[src/design/otb_pkg.sv]
// Shared types and constants for the Otsu threshold binarizer.
package otb_pkg;

  localparam int BIN_W = 21;
  localparam logic [BIN_W-1:0] BIN_MAX = '1;
  localparam int SCALE_W = 6;
  localparam logic [SCALE_W-1:0] SCALE_RESET = 6'd13;
  localparam logic [7:0] PIX_FG = 8'd255;
  localparam logic [7:0] PIX_BG = 8'd0;
  localparam logic [7:0] THR_MAX = 8'd255;
  localparam logic REQ_HIST = 1'b0;
  localparam logic REQ_CLASS = 1'b1;
  localparam logic KIND_REPORT = 1'b0;
  localparam logic KIND_PIX = 1'b1;
  localparam int SP_W = 14;
  localparam int Q_W = 11;
  localparam logic [15:0] RECIP_TEN = 16'd52429;
  localparam int RECIP_SHIFT = 19;

  typedef enum logic [2:0] {
    OP_X  = 3'd0,
    OP_Y  = 3'd1,
    OP_P  = 3'd2,
    OP_SQ = 3'd3,
    OP_L  = 3'd4,
    OP_R  = 3'd5
  } mul_op_t;

  typedef struct packed {
    logic    take;
    logic    hupd;
    logic    sinit;
    logic    sread;
    logic    mul_start;
    mul_op_t op;
    logic    capture;
    logic    cmp;
    logic    acc;
    logic    scale;
    logic    div;
    logic    finish;
  } ctrl_cmd_t;

  typedef struct packed {
    logic in_hist;
    logic hist_last;
    logic cut_ok;
    logic cut_last;
    logic mul_done;
    logic out_free;
  } dp_status_t;

endpackage

[src/design/otb_ctrl.sv]
// Controller: sequences histogram updates, the cut search and threshold scaling.
module otb_ctrl import otb_pkg::*; (
  input  logic       clk,
  input  logic       rst,
  input  logic       in_valid,
  output logic       in_ready,
  input  dp_status_t st,
  output ctrl_cmd_t  cmd
);
  typedef enum logic [9:0] {
    ST_IDLE  = 10'b00_0000_0001,
    ST_HUPD  = 10'b00_0000_0010,
    ST_SREAD = 10'b00_0000_0100,
    ST_SMUL  = 10'b00_0000_1000,
    ST_SWAIT = 10'b00_0001_0000,
    ST_SCMP  = 10'b00_0010_0000,
    ST_SACC  = 10'b00_0100_0000,
    ST_SCALE = 10'b00_1000_0000,
    ST_SDIV  = 10'b01_0000_0000,
    ST_SDONE = 10'b10_0000_0000
  } state_t;

  state_t  state;
  state_t  state_next;
  mul_op_t op;
  mul_op_t op_next;

  always_ff @(posedge clk) begin
    if (rst) begin
      state <= ST_IDLE;
      op    <= OP_X;
    end else begin
      state <= state_next;
      op    <= op_next;
    end
  end

  always_comb begin
    state_next = state;
    op_next    = op;
    in_ready   = 1'b0;
    cmd        = '0;
    cmd.op     = op;
    unique case (state)
      ST_IDLE: begin
        in_ready = st.out_free;
        cmd.take = in_valid && st.out_free;
        if (cmd.take && st.in_hist) begin
          state_next = ST_HUPD;
        end
      end
      ST_HUPD: begin
        cmd.hupd = 1'b1;
        if (st.hist_last) begin
          cmd.sinit  = 1'b1;
          state_next = ST_SREAD;
        end else begin
          state_next = ST_IDLE;
        end
      end
      ST_SREAD: begin
        cmd.sread = 1'b1;
        if (st.cut_ok) begin
          op_next    = OP_X;
          state_next = ST_SMUL;
        end else begin
          state_next = ST_SACC;
        end
      end
      ST_SMUL: begin
        cmd.mul_start = 1'b1;
        state_next    = ST_SWAIT;
      end
      ST_SWAIT: begin
        if (st.mul_done) begin
          cmd.capture = 1'b1;
          unique case (op)
            OP_X: op_next = OP_Y;
            OP_Y: op_next = OP_P;
            OP_P: op_next = OP_SQ;
            OP_SQ: op_next = OP_L;
            OP_L: op_next = OP_R;
            default: op_next = OP_X;
          endcase
          state_next = (op == OP_R) ? ST_SCMP : ST_SMUL;
        end
      end
      ST_SCMP: begin
        cmd.cmp    = 1'b1;
        state_next = ST_SACC;
      end
      ST_SACC: begin
        cmd.acc    = 1'b1;
        state_next = st.cut_last ? ST_SCALE : ST_SREAD;
      end
      ST_SCALE: begin
        cmd.scale  = 1'b1;
        state_next = ST_SDIV;
      end
      ST_SDIV: begin
        cmd.div    = 1'b1;
        state_next = ST_SDONE;
      end
      ST_SDONE: begin
        if (st.out_free) begin
          cmd.finish = 1'b1;
          state_next = ST_IDLE;
        end
      end
      default: begin
        state_next = ST_IDLE;
      end
    endcase
  end

endmodule

[config.mk]
export PLATFORM = sky130hd
export DESIGN_NAME = otb_ctrl
export DESIGN_NICKNAME = d
export VERILOG_FILES = /design/src/design/otb_pkg.sv /design/src/design/otb_ctrl.sv
export SDC_FILE = /design/constraint.sdc
export NUM_CORES = 1
export LEC_CHECK = 0
export ABC_AREA = 0
export ABC_CLOCK_PERIOD_IN_PS = 2600
export BUFFER_PORTS_ARGS = -buffer_cell sky130_fd_sc_hd__buf_4
export CAP_MARGIN = 10
export CORE_MARGIN = 1.5
export CORE_UTILIZATION = 35
export CTS_CLUSTER_DIAMETER = 60
export DETAILED_ROUTE_END_ITERATION = 12
export PLACE_DENSITY_LB_ADDON = 0.3
export SYNTH_ARGS = -nofsm -noshare
export SYNTH_HDL_FRONTEND = slang
export SYNTH_SLANG_ARGS = --single-unit
[constraint.sdc]
create_clock -name clk -period 2.6 [get_ports clk]
set_input_delay 0.65 -clock clk [delete_from_list [all_inputs] [get_ports clk]]
set_output_delay 0.65 -clock clk [all_outputs]
set_load 0.03 [all_outputs]
==> results of run 1 <==
[worst register-to-register path, delay by kind of cell, from the launching register on]
kind | cells | cell delay (ns)
compound gates | 2 | 0.35
simple gates | 3 | 1.18
flops | 1 | 0.32
buf+inv | 1 | 0.16
[repair_timing]
action / CTS / global route
buffers inserted: 2 / 4
hold buffers: 0 / 0
endpoints found under the setup margin: 11 / 10
pin swaps: 1 / 7
resized for setup: 11 / 13
[cell type report]
cell class / count / area, µm² / area share
multi-input cells: 78 / 613 / 0.486
flip-flops and latches: 13 / 269 / 0.213
inverters: 6 / 22.5 / 0.0178
clock buffers: 4 / 26.3 / 0.0208
repair buffers: 37 / 297 / 0.235
well taps: 28 / 35.0 / 0.0278
[power by group through the flow]
stage / Combinational, W / Clock (W) / Sequential [W]
detailed placement: 0.000332 / 0 / 0.000267
global placement: 0.000328 / 0 / 0.000266
CTS: 0.000367 / 0.000128 / 0.000269
global route: 0.000489 / 0.000138 / 0.000278
floorplan: 0.000270 / 0 / 0.000244
finish: 0.000452 / 0.000124 / 0.000272
[metal layers]
layer	up-vias	track usage	share of wire
met1	416	0.206	0.44
met2	16	0.333	0.51
met5	-	0	0
li1	445	-	-
met3	5	0.0287	0.030
met4	0	0.0789	0.019
[path summary, 6_finish.rpt]
kind                          from                     to
min reg2reg  state[5]$_SDFFE_PP0P_  state[8]$_SDFFE_PP0P_
max reg2reg  state[5]$_SDFFE_PP0P_  state[0]$_SDFFE_PP1P_
max          state[5]$_SDFFE_PP0P_                cmd[11]
min          state[5]$_SDFFE_PP0P_  state[8]$_SDFFE_PP0P_
[layout by cell type (no fill, tap or decap), types with 2 or more instances in the layout]
cell type / n
buf_4: 32
xor2_1: 2
o22ai_1: 2
a22oi_1: 2
nor2_1: 11
or2_2: 2
nor4_1: 2
nor4_2: 2
nand2b_1: 2
xnor2_1: 2
dfxtp_1: 8
or4_4: 3
or4b_2: 2
inv_1: 6
o21ai_0: 4
dfxtp_2: 4
nand2_1: 5
nor4b_4: 2
buf_6: 5
nor3_1: 3
nor2_4: 2
clkbuf_4: 3
a32o_1: 2
a21oi_1: 4
and2_1: 2
[per-stage QoR]
| step | TNS (ns) | setup slack, ns | total power, W | instances | instance area (µm²) |
|---|---|---|---|---|---|
| floorplan | -0.653 | -0.296 | 0.000514 | 100 | 855 |
| global placement | 0 | 0.0855 | 0.000594 | 156 | 1100 |
| detailed placement | 0 | 0.0740 | 0.000600 | 156 | 1100 |
| CTS | -0.241 | -0.0587 | 0.000764 | 162 | 1180 |
| global route | -0.637 | -0.134 | 0.000905 | 166 | 1260 |
| finish | -0.134 | -0.0480 | 0.000848 | 166 | 1260 |
[sequential cells by signal (all words and copies together), names as in the netlist]
signal  count
op          3
state      10
[logic make-up (layout without fill, tap and decap cells)]
group / Yosys count / in the layout / synth area share
AOI/OAI and AO/OA: 20 / 20 / 0.188
xor gates and xnor gates: 4 / 4 / 0.0422
buffers and inverters: 9 / 47 / 0.0557
DFF: 13 / 13 / 0.313
muxes: 2 / 2 / 0.0271
and+or+nand+nor: 52 / 52 / 0.374
==> metrics.txt, run 1 <==
# TYPE chip_impl_metric gauge
chip_impl_metric{name="vias_per_cell",unit=""} 5.31
chip_impl_metric{name="slew_at_the_pin_closest_to_its_max_slew_limit",unit="ns"} 0.411
chip_impl_metric{name="syn_inst",unit=""} 100
chip_impl_metric{name="floorplan.initialDensity",unit=""} 0.372
chip_impl_info{name="cts_root_buf",value="clkbuf_4"} 1
chip_impl_metric{name="antenna_violations_before_repair",unit=""} 0
chip_impl_metric{name="critical_path.max_stage_delay",unit="ns"} 0.46
chip_impl_metric{name="drt_iter0_markers",unit=""} 7
chip_impl_metric{name="chipWidth",unit="µm"} 51.7
chip_impl_metric{name="regToRegSetupSlack",unit="ns"} 0.47
chip_impl_info{name="unrepaired_setup_endpoints_after_global_routing",value="yes"} 1
chip_impl_metric{name="cellPowerDensity",unit="nW/µm²"} 671
chip_impl_metric{name="grt_first_pass_wirelength",unit="µm"} 3630
chip_impl_metric{name="power.net_switching",unit="W"} 0.000330
chip_impl_info{name="violations",value="negative setup slack"} 1
chip_impl_info{name="worst_hold_path_type",value="reg2reg"} 1
chip_impl_info{name="worst_setup_path_start_kind",value="register"} 1
chip_impl_metric{name="ys_seq_elements",unit=""} 13
chip_impl_metric{name="p_comb_frac",unit=""} 0.533
chip_impl_metric{name="timing.clock.skew",unit="ns"} 0.000645
chip_impl_metric{name="antenna-diode-count",unit=""} 0
chip_impl_metric{name="gp_congestion",unit=""} 0.876
chip_impl_info{name="kind_of_cell_with_the_highest_combined_delay_on_the_critical_path",value="simple AND/OR/NAND/NOR gates"} 1
chip_impl_info{name="ys_top_cells_by_area",value="dfxtp_1 (31%), nor2_1 (5.9%), nor4_1 (3.8%), a2111oi_4 (3.3%), inv_1 (2.7%)"} 1
chip_impl_metric{name="cts.sinks",unit=""} 13
chip_impl_metric{name="drc",unit=""} 0
chip_impl_metric{name="max_freq",unit="MHz"} 378
chip_impl_metric{name="power_frac_seq",unit=""} 0.321
chip_impl_metric{name="post-route-worst-setup-slack",unit="ns"} -0.0480
chip_impl_metric{name="nNetsFinal",unit=""} 148
chip_impl_metric{name="timing.hold.worst_path_depth",unit=""} 2
chip_impl_info{name="post_synth_most_frequent_cells",value="dfxtp_1 (13), nor2_1 (13), inv_1 (6), nand2_1 (5), nor4_1 (5)"} 1
chip_impl_metric{name="clk-insertion-delay-late",unit="ns"} 0.28
chip_impl_metric{name="synth-warning-count",unit=""} 0
chip_impl_metric{name="synthesis.area",unit="µm²"} 831
chip_impl_metric{name="clk_pin_slew_worst_paths",unit="ns"} 0.07
chip_impl_metric{name="finalHoldViolCount",unit=""} 0
chip_impl_info{name="crit_path_cell_trace",value="or3_4 > or4_4 > nor4b_4 > and2_1 > buf_6"} 1
chip_impl_info{name="worst_path_max_delay_cell",value="or4_4"} 1
chip_impl_metric{name="crit_cells",unit=""} 5
chip_impl_metric{name="area_growth",unit="%"} 52.0
chip_impl_metric{name="drv_cap",unit=""} 0
chip_impl_metric{name="grt.total_usage",unit=""} 0.182
chip_impl_metric{name="hold_ws",unit="ns"} 0.546
chip_impl_metric{name="first_global_vias",unit=""} 847
chip_impl_metric{name="ff2ff_path_depth",unit=""} 6
chip_impl_metric{name="grt_max_degree",unit=""} 10
chip_impl_metric{name="postLayoutCoreUtil",unit=""} 0.565
chip_impl_metric{name="core_region_area",unit="µm²"} 2230
chip_impl_metric{name="synth-edff-count",unit=""} 0
chip_impl_metric{name="min_period_over_period",unit=""} 1.02
chip_impl_metric{name="route.antenna.remaining_nets",unit=""} 0
chip_impl_metric{name="place.port_buffers",unit=""} 23
chip_impl_metric{name="synth.net_count",unit=""} 109
chip_impl_metric{name="p_clk_frac",unit=""} 0.146
chip_impl_metric{name="crit_fanout",unit=""} 4
chip_impl_metric{name="route.final.wire_length",unit="µm"} 2200
chip_impl_metric{name="nFillCells",unit=""} 232
chip_impl_metric{name="route.vias.total",unit=""} 882
chip_impl_info{name="synth_top_area_cell",value="dfxtp_1"} 1
chip_impl_info{name="endpoint_kind",value="primary output"} 1
chip_impl_info{name="outcome",value="complete, but fails checks"} 1
chip_impl_metric{name="finalSetupViolations",unit=""} 4
chip_impl_metric{name="vdd_ir_drop_max",unit="mV"} 0.368
chip_impl_metric{name="cts.htree.levels",unit=""} 1
chip_impl_metric{name="critical_path_required",unit="ns"} 1.95
chip_impl_metric{name="cp_num_buf_inv",unit=""} 1
chip_impl_metric{name="static-leakage-power",unit="nW"} 0.531
chip_impl_info{name="type_of_the_setup_path_with_the_least_slack",value="reg2out"} 1
chip_impl_metric{name="asyncSetResetFlopFracSynth",unit=""} 0
chip_impl_metric{name="syn_avg_cell_area",unit="µm²"} 8.31
chip_impl_metric{name="yosys.cell_types.count",unit=""} 41
chip_impl_metric{name="die_height",unit="µm"} 51.7
chip_impl_metric{name="cts_buffers",unit=""} 3
chip_impl_metric{name="cellInternalPower",unit="W"} 0.000517
chip_impl_metric{name="switching_share",unit=""} 0.390
chip_impl_metric{name="period_needed",unit="ns"} 2.65
chip_impl_metric{name="maxSlewHeadroom",unit=""} 0.726
chip_impl_metric{name="critical_path_arrival",unit="ns"} 2.00
chip_impl_metric{name="top_level_ports",unit=""} 24
chip_impl_info{name="tritoncts_clock_tree",value="built"} 1
chip_impl_metric{name="number_of_buffers_on_the_longest_clock_path",unit=""} 2
chip_impl_metric{name="final_max_slew_viol_count",unit=""} 0
chip_impl_info{name="top_reg_cell_synth",value="dfxtp_1"} 1
chip_impl_metric{name="hpwl",unit="µm"} 1680
chip_impl_metric{name="first_pass_iters",unit=""} 4
chip_impl_metric{name="globalRoute.totalOverflow",unit=""} 0
chip_impl_metric{name="die_area",unit="µm²"} 2670
chip_impl_metric{name="core.rowCount",unit=""} 17
chip_impl_metric{name="layout-drive-gt1-share",unit=""} 0.486
chip_impl_metric{name="synth_seq_area_share",unit=""} 0.313
chip_impl_metric{name="post_synth_top_area_share",unit=""} 0.313
chip_impl_metric{name="wl_per_cell",unit="µm"} 13.3
Power figures use the tool's default switching activity.
==> inputs of run 2 (changes only) <==
--- a/config.mk
+++ b/config.mk
@@ -11,5 +11,5 @@
 export CAP_MARGIN = 10
 export CORE_MARGIN = 1.5
-export CORE_UTILIZATION = 35
+export CORE_UTILIZATION = 45
 export CTS_CLUSTER_DIAMETER = 60
 export DETAILED_ROUTE_END_ITERATION = 12
==> constraint.sdc (replaced) <==
create_clock -name clk -period 2.6 [get_ports clk]
set_input_delay 0.26 -clock clk [delete_from_list [all_inputs] [get_ports clk]]
set_output_delay 0.26 -clock clk [all_outputs]
set_load 0.03 [all_outputs]
==> run 2 against run 1 <==
Net effect:
- the flow now finishes without violations
- maximum frequency grew 6.0%
- clock power grew 3%
- largest cell class unchanged
- setup slack gained 0.15 ns
- sequential share of layout area grew 2.9 points
- combinational power shrank 27%
- highest routed layer unchanged
- final area shrank 15%
==> metrics.txt, run 2 (same netlist as run 1, synthesis figures left out) <==
# TYPE chip_impl_metric gauge
chip_impl_metric{name="vdd_ir_drop_max",unit="mV"} 0.420
chip_impl_metric{name="route.antenna.remaining_nets",unit=""} 0
chip_impl_metric{name="max_freq",unit="MHz"} 400
chip_impl_metric{name="grt.total_usage",unit=""} 0.212
chip_impl_metric{name="cellPowerDensity",unit="nW/µm²"} 674
chip_impl_metric{name="grt_max_degree",unit=""} 10
chip_impl_metric{name="clk-insertion-delay-late",unit="ns"} 0.28
chip_impl_metric{name="layout-drive-gt1-share",unit=""} 0.325
chip_impl_metric{name="vias_per_cell",unit=""} 5.58
chip_impl_metric{name="period_needed",unit="ns"} 2.50
chip_impl_metric{name="floorplan.initialDensity",unit=""} 0.481
chip_impl_metric{name="route.vias.total",unit=""} 843
chip_impl_info{name="outcome",value="complete, no violations"} 1
chip_impl_metric{name="timing.clock.skew",unit="ns"} 0.00313
chip_impl_metric{name="stdcell_count",unit=""} 151
chip_impl_info{name="registers.top_by_ff_count",value="state"} 1
chip_impl_metric{name="maxSlewHeadroom",unit=""} 0.701
chip_impl_metric{name="regToRegSetupSlack",unit="ns"} 0.40
chip_impl_metric{name="timing.hold.worst_path_depth",unit=""} 2
chip_impl_metric{name="drv_cap",unit=""} 0
chip_impl_metric{name="top_level_ports",unit=""} 24
chip_impl_metric{name="finalSetupViolations",unit=""} 0
chip_impl_metric{name="hpwl",unit="µm"} 1570
chip_impl_metric{name="slew_at_the_pin_closest_to_its_max_slew_limit",unit="ns"} 0.445
chip_impl_metric{name="first_global_vias",unit=""} 736
chip_impl_info{name="critical_path.reg2reg.startpoint",value="state[5]$_SDFFE_PP0P_"} 1
chip_impl_metric{name="critical_path_required",unit="ns"} 2.34
chip_impl_metric{name="cts_buffers",unit=""} 3
chip_impl_info{name="top_regs",value="state x10, op x3"} 1
chip_impl_metric{name="antenna-diode-count",unit=""} 0
chip_impl_metric{name="area_growth",unit="%"} 29.5
chip_impl_info{name="min_to",value="state[7]$_SDFFE_PP0P_"} 1
chip_impl_metric{name="first_pass_iters",unit=""} 4
chip_impl_info{name="tritoncts_clock_tree",value="built"} 1
chip_impl_metric{name="static-leakage-power",unit="nW"} 0.453
chip_impl_metric{name="finalHoldViolCount",unit=""} 0
chip_impl_metric{name="core.rowCount",unit=""} 15
chip_impl_info{name="worst_setup_path_start_kind",value="register"} 1
chip_impl_metric{name="die_height",unit="µm"} 46.0
chip_impl_metric{name="place.port_buffers",unit=""} 23
chip_impl_metric{name="cts.sinks",unit=""} 13
chip_impl_metric{name="finalSetupTns",unit="ns"} 0
chip_impl_metric{name="ff2ff_path_depth",unit=""} 5
chip_impl_metric{name="route.final.wire_length",unit="µm"} 1990
chip_impl_info{name="unrepaired_setup_endpoints_after_global_routing",value="no"} 1
chip_impl_metric{name="gp_congestion",unit=""} 0.840
chip_impl_metric{name="post-place-cells",unit=""} 146
chip_impl_info{name="cts_root_buf",value="clkbuf_4"} 1
chip_impl_metric{name="drc",unit=""} 0
chip_impl_metric{name="number_of_buffers_on_the_longest_clock_path",unit=""} 2
chip_impl_metric{name="hold_ws",unit="ns"} 0.214
chip_impl_metric{name="min_period_over_period",unit=""} 0.961
chip_impl_metric{name="cts.htree.levels",unit=""} 1
chip_impl_info{name="regToRegEndpoint",value="op[0]$_SDFFE_PP0P_"} 1
chip_impl_metric{name="largest_reg_flops",unit=""} 10
chip_impl_info{name="type_of_the_setup_path_with_the_least_slack",value="reg2out"} 1
chip_impl_metric{name="core_region_area",unit="µm²"} 1730
chip_impl_metric{name="drt_iter0_markers",unit=""} 14
chip_impl_info{name="endpoint_kind",value="primary output"} 1
chip_impl_metric{name="nNetsFinal",unit=""} 136
chip_impl_info{name="worst_hold_path_type",value="in2reg"} 1
chip_impl_info{name="layout_commonest_cell",value="buf_4"} 1
chip_impl_metric{name="grt_first_pass_wirelength",unit="µm"} 3170
chip_impl_metric{name="crit_fanout",unit=""} 7
chip_impl_info{name="hold_crit_start",value="st[2]"} 1
chip_impl_metric{name="globalRoute.totalOverflow",unit=""} 0
chip_impl_metric{name="die_area",unit="µm²"} 2110
chip_impl_metric{name="final_max_slew_viol_count",unit=""} 0
chip_impl_metric{name="nFillCells",unit=""} 167
chip_impl_info{name="most-common-layout-cells",value="buf_4 (25), nor2_1 (13), dfxtp_1 (13)"} 1
chip_impl_metric{name="chipWidth",unit="µm"} 46.0
chip_impl_metric{name="clk_pin_slew_worst_paths",unit="ns"} 0.08
chip_impl_metric{name="wl_per_cell",unit="µm"} 13.2
chip_impl_metric{name="antenna_violations_before_repair",unit=""} 0
chip_impl_metric{name="critical_path_arrival",unit="ns"} 2.24
==> run 2: cell count changes in the layout (fill, tap and decap cells not counted), sizes merged <==
cell / previous run / this run
buf: 37 / 25
==> run 2: worst max-delay path by stage <==
stage                     startpoint  endpoint  slack (ns)  cells past startpoint
6_report       state[5]$_SDFFE_PP0P_    cmd[5]        0.10                      5
5_1_grt        state[5]$_SDFFE_PP0P_    cmd[5]        0.05                      5
4_1_cts        state[5]$_SDFFE_PP0P_   cmd[11]        0.01                      5
3_5_place_dp   state[5]$_SDFFE_PP0P_   cmd[11]        0.33                      5
3_3_place_gp   state[5]$_SDFFE_PP0P_   cmd[11]        0.36                      5
2_1_floorplan  state[5]$_SDFFE_PP0P_    cmd[9]       0.007                      3
==> run 2: critical path, cell delays in order (launching register included) <==
cell and delay [ns]:
dfxtp_1 0.36, or3_4 0.42, or4_1 0.54, or2_4 0.34
nor2_1 0.11, buf_4 0.17
==> run 2: stage by stage <==
stage	power (W)	worst slack (ns)	util	instance area, µm²
after floorplan	0.000510	0.00669	-	846
after global placement	0.000578	0.356	0.599	1030
after detailed placement	0.000588	0.327	0.599	1030
after CTS	0.000714	0.0112	0.614	1060
after global routing	0.000770	0.0468	0.623	1080
final	0.000725	0.102	0.623	1080
==> run 2: layer usage <==
| metal | track usage | up-vias | routed length, µm |
|---|---|---|---|
| met4 | 0.131 | 0 | 39 |
| met3 | 0.0397 | 5 | 89 |
| met5 | 0 | - | 0 |
| met1 | 0.265 | 395 | 897 |
| met2 | 0.331 | 25 | 963 |
| li1 | - | 418 | - |
==> run 2: power breakdown <==
group	leakage, nW	internal, W	total (W)	switching (W)
Sequential	0.105	0.000221	0.000265	0.0000441
Combinational	0.332	0.000151	0.000332	0.000180
Clock	0.0150	0.0000596	0.000128	0.0000686
==> run 2: area by class of cell <==
class	instances	area, µm²	share of cell area
Clock buffer	4	26.3	0.0244
Inverter	6	22.5	0.0209
Multi-Input combinational cell	78	548	0.509
Sequential cell	13	260	0.242
Tap cell	25	31.3	0.0291
Timing Repair Buffer	25	188	0.174
==> run 2: timing repair <==
item / in CTS / in global routing
endpoints found under the setup margin: 0 / 4
resized for setup: 0 / 2
hold buffers: 0 / 0
buffers inserted: 0 / 1
